<file path="config.mk">
export PLATFORM = sky130hd
export DESIGN_NAME = quadrature_position_tracker
export DESIGN_NICKNAME = d
export VERILOG_FILES = /design/src/design/qpt_pkg.sv /design/src/design/qpt_datapath.sv /design/src/design/qpt_ctrl.sv /design/src/design/quadrature_position_tracker.sv
export SDC_FILE = /design/constraint.sdc
export NUM_CORES = 1
export LEC_CHECK = 0
export CAP_MARGIN = 25
export CORE_ASPECT_RATIO = 0.9
export CORE_UTILIZATION = 45
export CTS_CLUSTER_DIAMETER = 60
export CTS_CLUSTER_SIZE = 28
export DETAILED_ROUTE_END_ITERATION = 8
export DONT_BUFFER_PORTS = 1
export GPL_TIMING_DRIVEN = 0
export PLACE_DENSITY_LB_ADDON = 0.3
export SETUP_SLACK_MARGIN = 0.05
export SLEW_MARGIN = 25
export SYNTH_ARGS = -nofsm -noshare
export SYNTH_HDL_FRONTEND = slang
export SYNTH_HIERARCHICAL = 1
export SYNTH_SLANG_ARGS = --single-unit
</file>
<file path="constraint.sdc">
create_clock -name clock -period 10.08 [get_ports clock]
set_input_delay 2.52 -clock clock [delete_from_list [all_inputs] [get_ports clock]]
set_output_delay 2.52 -clock clock [all_outputs]
set_load 0.005 [all_outputs]
</file>
<file path="src/design/qpt_pkg.sv">
// qpt_pkg: shared types and constants of the quadrature position tracker.
// No dependencies; imported by qpt_datapath, qpt_ctrl and the top level.
`default_nettype none

package qpt_pkg;

   localparam int unsigned PosWidth   = 16;
   localparam int unsigned RepWidth   = 7;
   // 127 * position needs 16 + 7 bits
   localparam int unsigned DivWidth   = PosWidth + RepWidth;
   localparam int unsigned StepWidth  = 3;
   localparam logic [PosWidth-1:0] ResolutionReset = PosWidth'(1000);

   // decoder phases
   localparam logic [1:0] PhaseIdle  = 2'd0;
   localparam logic [1:0] PhaseALow  = 2'd1;
   localparam logic [1:0] PhaseBLow  = 2'd2;

   // pending transition marks
   localparam logic [1:0] MarkNone   = 2'd0;
   localparam logic [1:0] MarkUp     = 2'd1;
   localparam logic [1:0] MarkDown   = 2'd2;

   // input kinds
   localparam logic ModeSample   = 1'b0;
   localparam logic ModeRecenter = 1'b1;

   typedef enum logic [1:0] {
      ST_IDLE,
      ST_SCALE,
      ST_DIVIDE,
      ST_PUSH
   } state_type;

   typedef struct packed {
      logic accept;   // take pins, update phase and count
      logic load;     // load dividend 127*count and shifted divisor
      logic step;     // one restoring division step
      logic push;     // move result into the output register
   } cmd_type;

   typedef struct packed {
      logic step_done;   // current step is the last quotient bit
   } status_type;

endpackage

`default_nettype wire

</file>
<file path="src/design/qpt_datapath.sv">
// qpt_datapath: phase decoder, position counter, resolution register,
// restoring divider for the report value and output payload register. Uses qpt_pkg.
`default_nettype none

module qpt_datapath
   import qpt_pkg::*;
(
   input  wire logic                clock,
   input  wire logic                reset,
   input  wire cmd_type             cmd,
   output status_type               status,
   input  wire logic                mode,
   input  wire logic                pin_a,
   input  wire logic                pin_b,
   input  wire logic                csr_we,
   input  wire logic [PosWidth-1:0] csr_data,
   output logic      [PosWidth-1:0] position,
   output logic      [RepWidth-1:0] report_value
);

   logic [PosWidth-1:0]   res_ff, res_in;
   logic [1:0]            phase_ff, phase_in;
   logic [1:0]            mark_ff, mark_in;
   logic [PosWidth-1:0]   count_ff, count_in;
   logic [DivWidth-1:0]   rem_ff, rem_in;
   logic [DivWidth-2:0]   dsor_ff, dsor_in;
   logic [RepWidth-1:0]   quo_ff, quo_in;
   logic [StepWidth-1:0]  step_ff, step_in;
   logic [PosWidth-1:0]   pos_out_ff, pos_out_in;
   logic [RepWidth-1:0]   rep_out_ff, rep_out_in;

   logic                  inc, dec;
   logic [PosWidth:0]     cand;
   logic                  ge;

   // phase decoder and position update
   always_comb begin
      phase_in = phase_ff;
      mark_in  = mark_ff;
      inc      = 1'b0;
      dec      = 1'b0;
      if (mode == ModeSample) begin
         case (phase_ff)
            PhaseIdle: begin
               if (pin_a && pin_b && (mark_ff != MarkNone)) begin
                  inc     = (mark_ff == MarkUp);
                  dec     = (mark_ff != MarkUp);
                  mark_in = MarkNone;
               end
               if (!pin_a) phase_in = PhaseALow;
               if (!pin_b) phase_in = PhaseBLow;   // B wins when both low
            end
            PhaseALow: begin
               if (pin_a && pin_b) phase_in = PhaseIdle;
               if (pin_a && !pin_b) begin
                  mark_in  = MarkUp;
                  phase_in = PhaseBLow;
               end
            end
            PhaseBLow: begin
               if (pin_a && pin_b) phase_in = PhaseIdle;
               if (!pin_a && pin_b) begin
                  mark_in  = MarkDown;
                  phase_in = PhaseALow;
               end
            end
            default: phase_in = PhaseIdle;
         endcase
      end

      if (mode == ModeRecenter) begin
         cand = {2'b00, res_ff[PosWidth-1:1]};
      end else if (inc) begin
         cand = {1'b0, count_ff} + (PosWidth+1)'(1);
      end else if (dec && (count_ff != '0)) begin
         cand = {1'b0, count_ff} - (PosWidth+1)'(1);
      end else begin
         cand = {1'b0, count_ff};
      end

      if (cand > {1'b0, res_ff}) begin
         count_in = res_ff;
      end else begin
         count_in = cand[PosWidth-1:0];
      end
   end

   // restoring divider, one quotient bit per step, MSB first
   assign ge = (rem_ff >= {1'b0, dsor_ff});

   always_comb begin
      rem_in     = rem_ff;
      dsor_in    = dsor_ff;
      quo_in     = quo_ff;
      step_in    = step_ff;
      pos_out_in = pos_out_ff;
      rep_out_in = rep_out_ff;
      if (cmd.load) begin
         // 127 * count = count * 128 - count
         rem_in  = {count_ff, (RepWidth)'(0)} - {(RepWidth)'(0), count_ff};
         dsor_in = {res_ff, (RepWidth-1)'(0)};
         quo_in  = '0;
         step_in = StepWidth'(RepWidth - 1);
      end else if (cmd.step) begin
         if (ge) rem_in = rem_ff - {1'b0, dsor_ff};
         dsor_in = dsor_ff >> 1;
         quo_in  = {quo_ff[RepWidth-2:0], ge};
         step_in = step_ff - StepWidth'(1);
      end
      if (cmd.push) begin
         pos_out_in = count_ff;
         rep_out_in = (res_ff == '0) ? '0 : quo_ff;
      end
   end

   assign res_in = csr_we ? csr_data : res_ff;

   always_ff @(posedge clock) begin
      if (reset) begin
         res_ff   <= ResolutionReset;
         phase_ff <= PhaseIdle;
         mark_ff  <= MarkNone;
         count_ff <= '0;
      end else begin
         res_ff <= res_in;
         if (cmd.accept) begin
            phase_ff <= phase_in;
            mark_ff  <= mark_in;
            count_ff <= count_in;
         end
      end
   end

   always_ff @(posedge clock) begin
      rem_ff     <= rem_in;
      dsor_ff    <= dsor_in;
      quo_ff     <= quo_in;
      step_ff    <= step_in;
      pos_out_ff <= pos_out_in;
      rep_out_ff <= rep_out_in;
   end

   assign status.step_done = (step_ff == '0);
   assign position         = pos_out_ff;
   assign report_value     = rep_out_ff;

endmodule

`default_nettype wire

</file>
<file path="src/design/qpt_ctrl.sv">
// qpt_ctrl: sequencer of the quadrature position tracker; owns the handshakes
// and the output valid flag, drives qpt_datapath by command. Uses qpt_pkg.
`default_nettype none

module qpt_ctrl
   import qpt_pkg::*;
(
   input  wire logic       clock,
   input  wire logic       reset,
   input  wire logic       req_tvalid,
   output logic            req_tready,
   output logic            rsp_tvalid,
   input  wire logic       rsp_tready,
   output cmd_type         cmd,
   input  wire status_type status
);

   state_type state_ff, state_in;
   logic      rsp_valid_ff, rsp_valid_in;

   always_ff @(posedge clock) begin
      if (reset) begin
         state_ff     <= ST_IDLE;
         rsp_valid_ff <= 1'b0;
      end else begin
         state_ff     <= state_in;
         rsp_valid_ff <= rsp_valid_in;
      end
   end

   always_comb begin
      state_in   = state_ff;
      cmd        = '0;
      req_tready = 1'b0;
      case (state_ff)
         ST_IDLE: begin
            req_tready = 1'b1;
            if (req_tvalid) begin
               cmd.accept = 1'b1;
               state_in   = ST_SCALE;
            end
         end
         ST_SCALE: begin
            cmd.load = 1'b1;
            state_in = ST_DIVIDE;
         end
         ST_DIVIDE: begin
            cmd.step = 1'b1;
            if (status.step_done) state_in = ST_PUSH;
         end
         ST_PUSH: begin
            // wait for the output register to drain
            if (!rsp_valid_ff || rsp_tready) begin
               cmd.push = 1'b1;
               state_in = ST_IDLE;
            end
         end
         default: state_in = ST_IDLE;
      endcase

      if (cmd.push) begin
         rsp_valid_in = 1'b1;
      end else if (rsp_tready) begin
         rsp_valid_in = 1'b0;
      end else begin
         rsp_valid_in = rsp_valid_ff;
      end
   end

   assign rsp_tvalid = rsp_valid_ff;

endmodule

`default_nettype wire

</file>
<file path="src/design/quadrature_position_tracker.sv">
// quadrature_position_tracker: top level, joins qpt_ctrl and qpt_datapath.
// Depends on qpt_pkg, qpt_ctrl, qpt_datapath.
//
//   channel | ports                         | payload
//   --------+-------------------------------+---------------------------------------
//   req     | req_tvalid/tready/tdata/tuser | tuser: mode; tdata: pin_a, pin_b
//   rsp     | rsp_tvalid/tready/tdata       | tdata: position[15:0], report_value[22:16]
//   csr     | csr_valid/ready/data          | resolution[15:0]
//
// Each item passes from transfer to result through accept, scale, seven
// division steps (one quotient bit each, from the restoring divider) and push.
// A new item is taken while the previous result waits in the output register.
// Synchronous active-high reset: phase, mark and count clear, resolution = 1000.
// A stalled result holds the sequencer in its push state until the output drains.
`default_nettype none

module quadrature_position_tracker
   import qpt_pkg::*;
(
   input  wire logic        clock,
   input  wire logic        reset,
   input  wire logic        req_tvalid,
   output logic             req_tready,
   input  wire logic [7:0]  req_tdata,    // [0] pin_a, [1] pin_b, [7:2] zero
   input  wire logic [0:0]  req_tuser,    // [0] mode
   output logic             rsp_tvalid,
   input  wire logic        rsp_tready,
   output logic [23:0]      rsp_tdata,    // [15:0] position, [22:16] report_value, [23] zero
   input  wire logic        csr_valid,
   output logic             csr_ready,
   input  wire logic [15:0] csr_data
);

   cmd_type             cmd;
   status_type          status;
   logic [PosWidth-1:0] position;
   logic [RepWidth-1:0] report_value;

   assign csr_ready = 1'b1;

   qpt_ctrl u_ctrl (
      .clock      (clock),
      .reset      (reset),
      .req_tvalid (req_tvalid),
      .req_tready (req_tready),
      .rsp_tvalid (rsp_tvalid),
      .rsp_tready (rsp_tready),
      .cmd        (cmd),
      .status     (status)
   );

   qpt_datapath u_datapath (
      .clock        (clock),
      .reset        (reset),
      .cmd          (cmd),
      .status       (status),
      .mode         (req_tuser[0]),
      .pin_a        (req_tdata[0]),
      .pin_b        (req_tdata[1]),
      .csr_we       (csr_valid & csr_ready),
      .csr_data     (csr_data),
      .position     (position),
      .report_value (report_value)
   );

   assign rsp_tdata = {1'b0, report_value, position};

endmodule

`default_nettype wire

</file>
==> results.sh, run 1 <==
export IMPL_outcome="finished, final reports clean"
export IMPL_die_h_um=127
export IMPL_hold_viol_final=0
export IMPL_cts_root_buf="clkbuf_16"
export IMPL_boundaryPins=57
export IMPL_die_area_um2=17900
export IMPL_cts_tree="done"
export IMPL_slew_violations=0
export IMPL_synth_compound_area_frac=0.188
export IMPL_slew_limit_headroom=0.418
export IMPL_synth_warning_count=6
export IMPL_async_flop_share=0
export IMPL_layout_nets=980
export IMPL_critical_path_max_stage_delay_ns=0.72
export IMPL_clock_sinks=117
export IMPL_grt_first_pass_wirelength_mm=35.2
export IMPL_synth_top_family_by_area="simple AND/OR/NAND/NOR gates"
export IMPL_synth_top_area_cell="edfxtp_1"
export IMPL_tightestPinTransition_ns=0.862
export IMPL_vias=6901
export IMPL_fin_crit_sh=0.641
export IMPL_yosys_area_share_simple=0.198
export IMPL_crit_type="input port to flip-flop"
export IMPL_cts_setup_buffers=0
export IMPL_die_w_um=141
export IMPL_synth_fa_ha_area_frac=0.0920
export IMPL_syn_inst=873
export IMPL_ir_drop_uv=127
export IMPL_path_cells="and4bb_2, nand3_1, a211oi_1, nor3_1, o31ai_1, ha_1, a21oi_1, nor2b_1, o211ai_1, a311oi_1, o31ai_1, clkbuf_1, nand3_1, a311oi_1"
export IMPL_yosysMostFrequentCell="nor2_1"
export IMPL_antenna_found_initial=0
export IMPL_grt_max_degree=24
export IMPL_p_per_area_nw_per_um2=349
export IMPL_ys_dominant_reg_cell="edfxtp_1"
export IMPL_finalClockSkew_ns=0.00906
export IMPL_synth_cell_types=73
export IMPL_synthXorXnorAreaFrac=0.0436
export IMPL_nFillCells=1586
export IMPL_gp_congestion=0.982
export IMPL_ys_ff_latch=117
export IMPL_avgViaCountPerCell=6.05
export IMPL_end_kind="flip-flop"
export IMPL_max_freq_mhz=155
export IMPL_rsz0062_at_grt="no"
export IMPL_arrival_ns=6.79
export IMPL_finalPower_mw=3.04
export IMPL_drt_initial_drc_count=751
export IMPL_worstPathBufferInverterCount=1
export IMPL_wire_per_inst_um=19.8
export IMPL_dp_hpwl_mm=16.9
export IMPL_setup_viol=0
export IMPL_netlist_top_cells_area="edfxtp_1, dfxtp_1, ha_1"
export IMPL_clk_pin_slew_ns=0.06
export IMPL_core_um2=16900
export IMPL_startpoint_type="input port"
export IMPL_syn_avg_cell_area_um2=8.97
export IMPL_gr_total_overflow=0
export IMPL_crit_required_ns=10.40
export IMPL_synth_edff_count=62
export IMPL_io_buffers=0
export IMPL_drive_above_1_share=0.0695
export IMPL_netlist_area_um2=7830
export IMPL_htree_levels=4
export IMPL_netlist_area_leader_share=0.238
export IMPL_min_path_type="flip-flop to flip-flop"
export IMPL_drc=0
export IMPL_hold_buffers=0
export IMPL_syn_num_nets=960
export IMPL_ant_nets=0
export IMPL_clk_latency_ns=0.42
export IMPL_p_leak_nw=3.30
export IMPL_postPlaceCellArea_um2=8150
export IMPL_fin_tns_setup_ns=0
export IMPL_netlist_top_cells_count="nor2_1, nand2_1, inv_1, edfxtp_1, ha_1"
export IMPL_timing_final_crit_period_ns=6.46
export IMPL_slowest_stage="a211oi_1"
export IMPL_syn_to_final_growth_pct=11.2
export IMPL_first_global_vias=6345
export IMPL_row_count=45
export IMPL_diodes=0
export IMPL_clockBufferDepth=2
export IMPL_stdcell_area_um2=8710
export IMPL_synthMuxAreaShare=0.0414
export IMPL_cp_top_family="compound AO/OA/AOI/OAI gates"
export IMPL_drt_pass1_iter_count=6
export IMPL_path_max_fanout=10
export IMPL_cts_buffers=17
export IMPL_pre_cts_ws_ns=3.39
export IMPL_drv_cap=0
export IMPL_cts_resized=0
export IMPL_grt_usage=0.258
export IMPL_drt_wl_total_mm=22.6
export IMPL_synth_seq_area_share=0.378
export IMPL_start_util=0.462
export IMPL_fin_ws_ns=3.62
-- cell families after synthesis --
| logic type | Yosys count |
|---|---|
| AO/OA/AOI/OAI | 210 |
| XOR/XNOR | 39 |
| adder cells (fa/ha/maj) | 57 |
| buffers and inverters | 113 |
| flip-flops | 117 |
| multiplexers | 32 |
| other | 2 |
| AND/OR/NAND/NOR | 303 |
-- layout make-up --
| class | count | area [um2] | area share |
|---|---|---|---|
| multi-input combinational | 643 | 4420 | 0.508 |
| sequential | 117 | 2960 | 0.340 |
| clock buffer | 17 | 425 | 0.0488 |
| tap | 235 | 294 | 0.0338 |
| inverter | 66 | 248 | 0.0284 |
| buffer | 47 | 208 | 0.0238 |
| clock inverter | 15 | 133 | 0.0152 |
| timing repair buffer | 1 | 15.0 | 0.00172 |
-- metal layers --
metal	GRT usage	up-vias	part of all wire
met5	0	-	0
met4	0.102	0	0.030
met3	0.0765	51	0.10
met2	0.361	377	0.41
met1	0.371	3200	0.46
li1	-	3273	-
-- path summary, 6_finish.rpt --
path | startpoint | end | slack (ns) | cells past startpoint
worst max-delay path | req_tdata[0] | u_datapath/count_ff[1] | 3.62 | 14
worst min-delay path | u_datapath/count_ff[11] | u_datapath/position[11] | 0.43 | 0
worst max register to register | u_datapath/count_ff[3] | u_datapath/count_ff[1] | 4.55 | 17
worst min register to register | u_datapath/count_ff[11] | u_datapath/position[11] | 0.43 | 0
-- sequential cells by signal, indices dropped and copies added, names as in the netlist --
signal / cells
u_datapath/phase_ff: 2
u_datapath/position: 16
u_datapath/dsor_ff: 22
u_datapath/rem_ff: 23
u_datapath/res_ff: 16
u_ctrl/rsp_tvalid: 1
u_datapath/count_ff: 16
u_datapath/step_ff: 3
u_datapath/mark_ff: 2
u_ctrl/state_ff: 2
u_datapath/report_value: 7
u_datapath/quo_ff: 7
-- per-stage QoR --
| step | cells | hold WS, ns | utilization |
|---|---|---|---|
| after floorplan | 873 | 0.406 | - |
| after global placement | 1108 | 0.412 | 0.479 |
| after detailed placement | 1109 | 0.412 | 0.481 |
| after CTS | 1141 | 0.427 | 0.514 |
| after global routing | 1141 | 0.432 | 0.514 |
| final | 1141 | 0.427 | 0.514 |
-- where the power goes --
| part | total [mW] | switching, mW | internal (mW) |
|---|---|---|---|
| clock network | 0.580 | 0.254 | 0.325 |
| registers | 0.828 | 0.101 | 0.728 |
| logic | 1.63 | 0.993 | 0.637 |
| total | 3.04 | 1.35 | 1.69 |
-- layout by cell type (no fill, tap or decap), types with 17 or more instances in the layout --
master and count:
nor2_1 75, nand2_1 67, inv_1 66, edfxtp_1 62
ha_1 56, dfxtp_1 55, o21ai_0 41, a21oi_1 38
clkbuf_1 32, mux2i_1 29, nand3_1 29, nand4_1 24
xnor2_1 24, nor3_1 21, clkbuf_16 17
Note: power is estimated with default switching activity, not from simulation.
==> inputs of run 2 (changes only) <==
==> constraint.sdc (replaced) <==
create_clock -name clock -period 5.6 [get_ports clock]
set_input_delay 1.4 -clock clock [delete_from_list [all_inputs] [get_ports clock]]
set_output_delay 1.4 -clock clock [all_outputs]
set_load 0.005 [all_outputs]
==> results.sh, run 2 (synthesized netlist as in run 1, its figures left out) <==
export IMPL_wire_per_inst_um=19.8
export IMPL_die_w_um=141
export IMPL_clock_sinks=117
export IMPL_drt_wl_total_mm=22.6
export IMPL_whs_ns=0.429
export IMPL_critical_path_max_stage_delay_ns=0.57
export IMPL_ir_drop_uv=229
export IMPL_cp_top_family="compound AO/OA/AOI/OAI gates"
export IMPL_fin_tns_setup_ns=0
export IMPL_grt_first_pass_wirelength_mm=35.2
export IMPL_gr_total_overflow=0
export IMPL_grt_usage=0.258
export IMPL_final_cell_mix="nor2_1, nand2_1, inv_1"
export IMPL_fin_crit_sh=0.944
export IMPL_drc=0
export IMPL_timing_final_crit_period_ns=5.29
export IMPL_cp_startpoint="u_datapath/count_ff[3]"
export IMPL_top_regs="u_datapath/rem_ff x23, u_datapath/dsor_ff x22"
export IMPL_min_path_type="flip-flop to flip-flop"
export IMPL_cts_tree="done"
export IMPL_reg2reg_depth=17
export IMPL_rr_endpoint="u_datapath/count_ff[3]"
export IMPL_cts_setup_buffers=0
export IMPL_final_core_util=0.514
export IMPL_setup_worst_path_end="u_datapath/count_ff[3]"
export IMPL_min_delay_path_depth=0
export IMPL_p_int_mw=3.04
export IMPL_tightestPinTransition_ns=0.890
export IMPL_pwr_share_clk=0.191
export IMPL_first_global_vias=6345
export IMPL_ant_nets=0
export IMPL_reg2reg_slack_ns=0.31
export IMPL_crit_required_ns=5.93
export IMPL_clk_pin_slew_ns=0.06
export IMPL_cts_root_buf="clkbuf_16"
export IMPL_die_area_um2=17900
export IMPL_avgViaCountPerCell=6.02
export IMPL_gp_congestion=0.982
export IMPL_start_util=0.462
export IMPL_p_leak_nw=3.31
export IMPL_finalClockSkew_ns=0.00934
export IMPL_largest_register="u_datapath/rem_ff"
export IMPL_path_max_fanout=10
export IMPL_clockBufferDepth=2
export IMPL_vias=6872
export IMPL_worstPathBufferInverterCount=3
export IMPL_layout_nets=980
export IMPL_dp_hpwl_mm=16.9
export IMPL_die_h_um=127
export IMPL_cp_depth=17
export IMPL_cts_buffers=17
export IMPL_syn_to_final_growth_pct=11.3
export IMPL_startpoint_type="flip-flop"
export IMPL_core_um2=16900
export IMPL_clk_latency_ns=0.42
export IMPL_setup_viol=0
export IMPL_antenna_found_initial=0
export IMPL_outcome="finished, final reports clean"
export IMPL_arrival_ns=5.62
export IMPL_p_per_area_nw_per_um2=628
export IMPL_switching_power_mw=2.43
export IMPL_row_count=45
export IMPL_p_seq_frac=0.272
export IMPL_cts_resized=0
export IMPL_slew_violations=0
export IMPL_boundaryPins=57
export IMPL_drive_above_1_share=0.0706
export IMPL_dp_cells=1109
export IMPL_instances_no_fill=1141
export IMPL_hold_viol_final=0
export IMPL_rr_startpoint="u_datapath/count_ff[3]"
export IMPL_hold_buffers=0
export IMPL_io_buffers=0
export IMPL_path_cells="buf_6, or4_4, buf_6, or4_4, o211ai_1, o32ai_1, xnor2_1, o21ai_0, ha_1, a211o_1, o211ai_1, a21oi_1, o21a_1, o31a_1, clkbuf_1, nor2_1, a311o_1"
export IMPL_drt_initial_drc_count=795
export IMPL_htree_levels=4
export IMPL_largest_register_ffs=23
export IMPL_crit_type="flip-flop to flip-flop"
export IMPL_slowest_stage="or4_4"
export IMPL_max_freq_mhz=189
export IMPL_end_kind="flip-flop"
export IMPL_combPwrFrac=0.537
export IMPL_final_common_cell="nor2_1"
export IMPL_drt_pass1_iter_count=6
export IMPL_slew_limit_headroom=0.399
export IMPL_rsz0062_at_grt="no"
export IMPL_sw_frac_of_total=0.444
export IMPL_diodes=0
export IMPL_drv_cap=0
export IMPL_grt_max_degree=24
==> run 2: power by group through the flow <==
stage                     registers, mW  logic (mW)  clock network, mW
after CTS                          1.48        2.89               1.06
after detailed placement           1.50        2.86                  0
final                              1.49        2.94               1.04
after floorplan                    1.43        2.20                  0
after global routing               1.51        3.21               1.10
after global placement             1.51        2.81                  0
==> run 2: worst min-delay path by stage <==
| stage | start | endpoint | slack (ns) |
|---|---|---|---|
| 2_1_floorplan | u_datapath/count_ff[10] | u_datapath/position[10] | 0.41 |
| 3_3_place_gp | u_datapath/count_ff[11] | u_datapath/position[11] | 0.41 |
| 3_5_place_dp | u_datapath/count_ff[12] | u_datapath/position[12] | 0.41 |
| 4_1_cts | u_datapath/count_ff[12] | u_datapath/position[12] | 0.43 |
| 5_1_grt | u_datapath/count_ff[11] | u_datapath/position[11] | 0.43 |
| 6_report | u_datapath/count_ff[11] | u_datapath/position[11] | 0.43 |
==> run 2: cell type report <==
type / instances / area, um2
flip-flops and latches: 117 / 2960
clock inverters: 15 / 133
well taps: 235 / 294
fillers: 1586 / 8230
inverters: 66 / 248
plain buffers: 47 / 208
clock buffers: 17 / 425
multi-input cells: 643 / 4430
repair buffers: 1 / 15.0
==> run 2: metrics by stage <==
step | area [um2] | power (mW) | setup WS, ns
finish | 8710 | 5.47 | 0.312
global placement | 8130 | 4.31 | 0.0454
detailed placement | 8150 | 4.37 | 0.0337
CTS | 8710 | 5.44 | 0.235
global route | 8710 | 5.83 | 0.111
floorplan | 7830 | 3.63 | 0.972
==> run 2: per-layer routing <==
metal,global-route usage,vias to the layer above,share of wire
li1,-,3274,-
met1,0.371,3207,0.47
met2,0.361,347,0.41
met3,0.0765,44,0.098
met4,0.102,0,0.026
met5,0,-,0
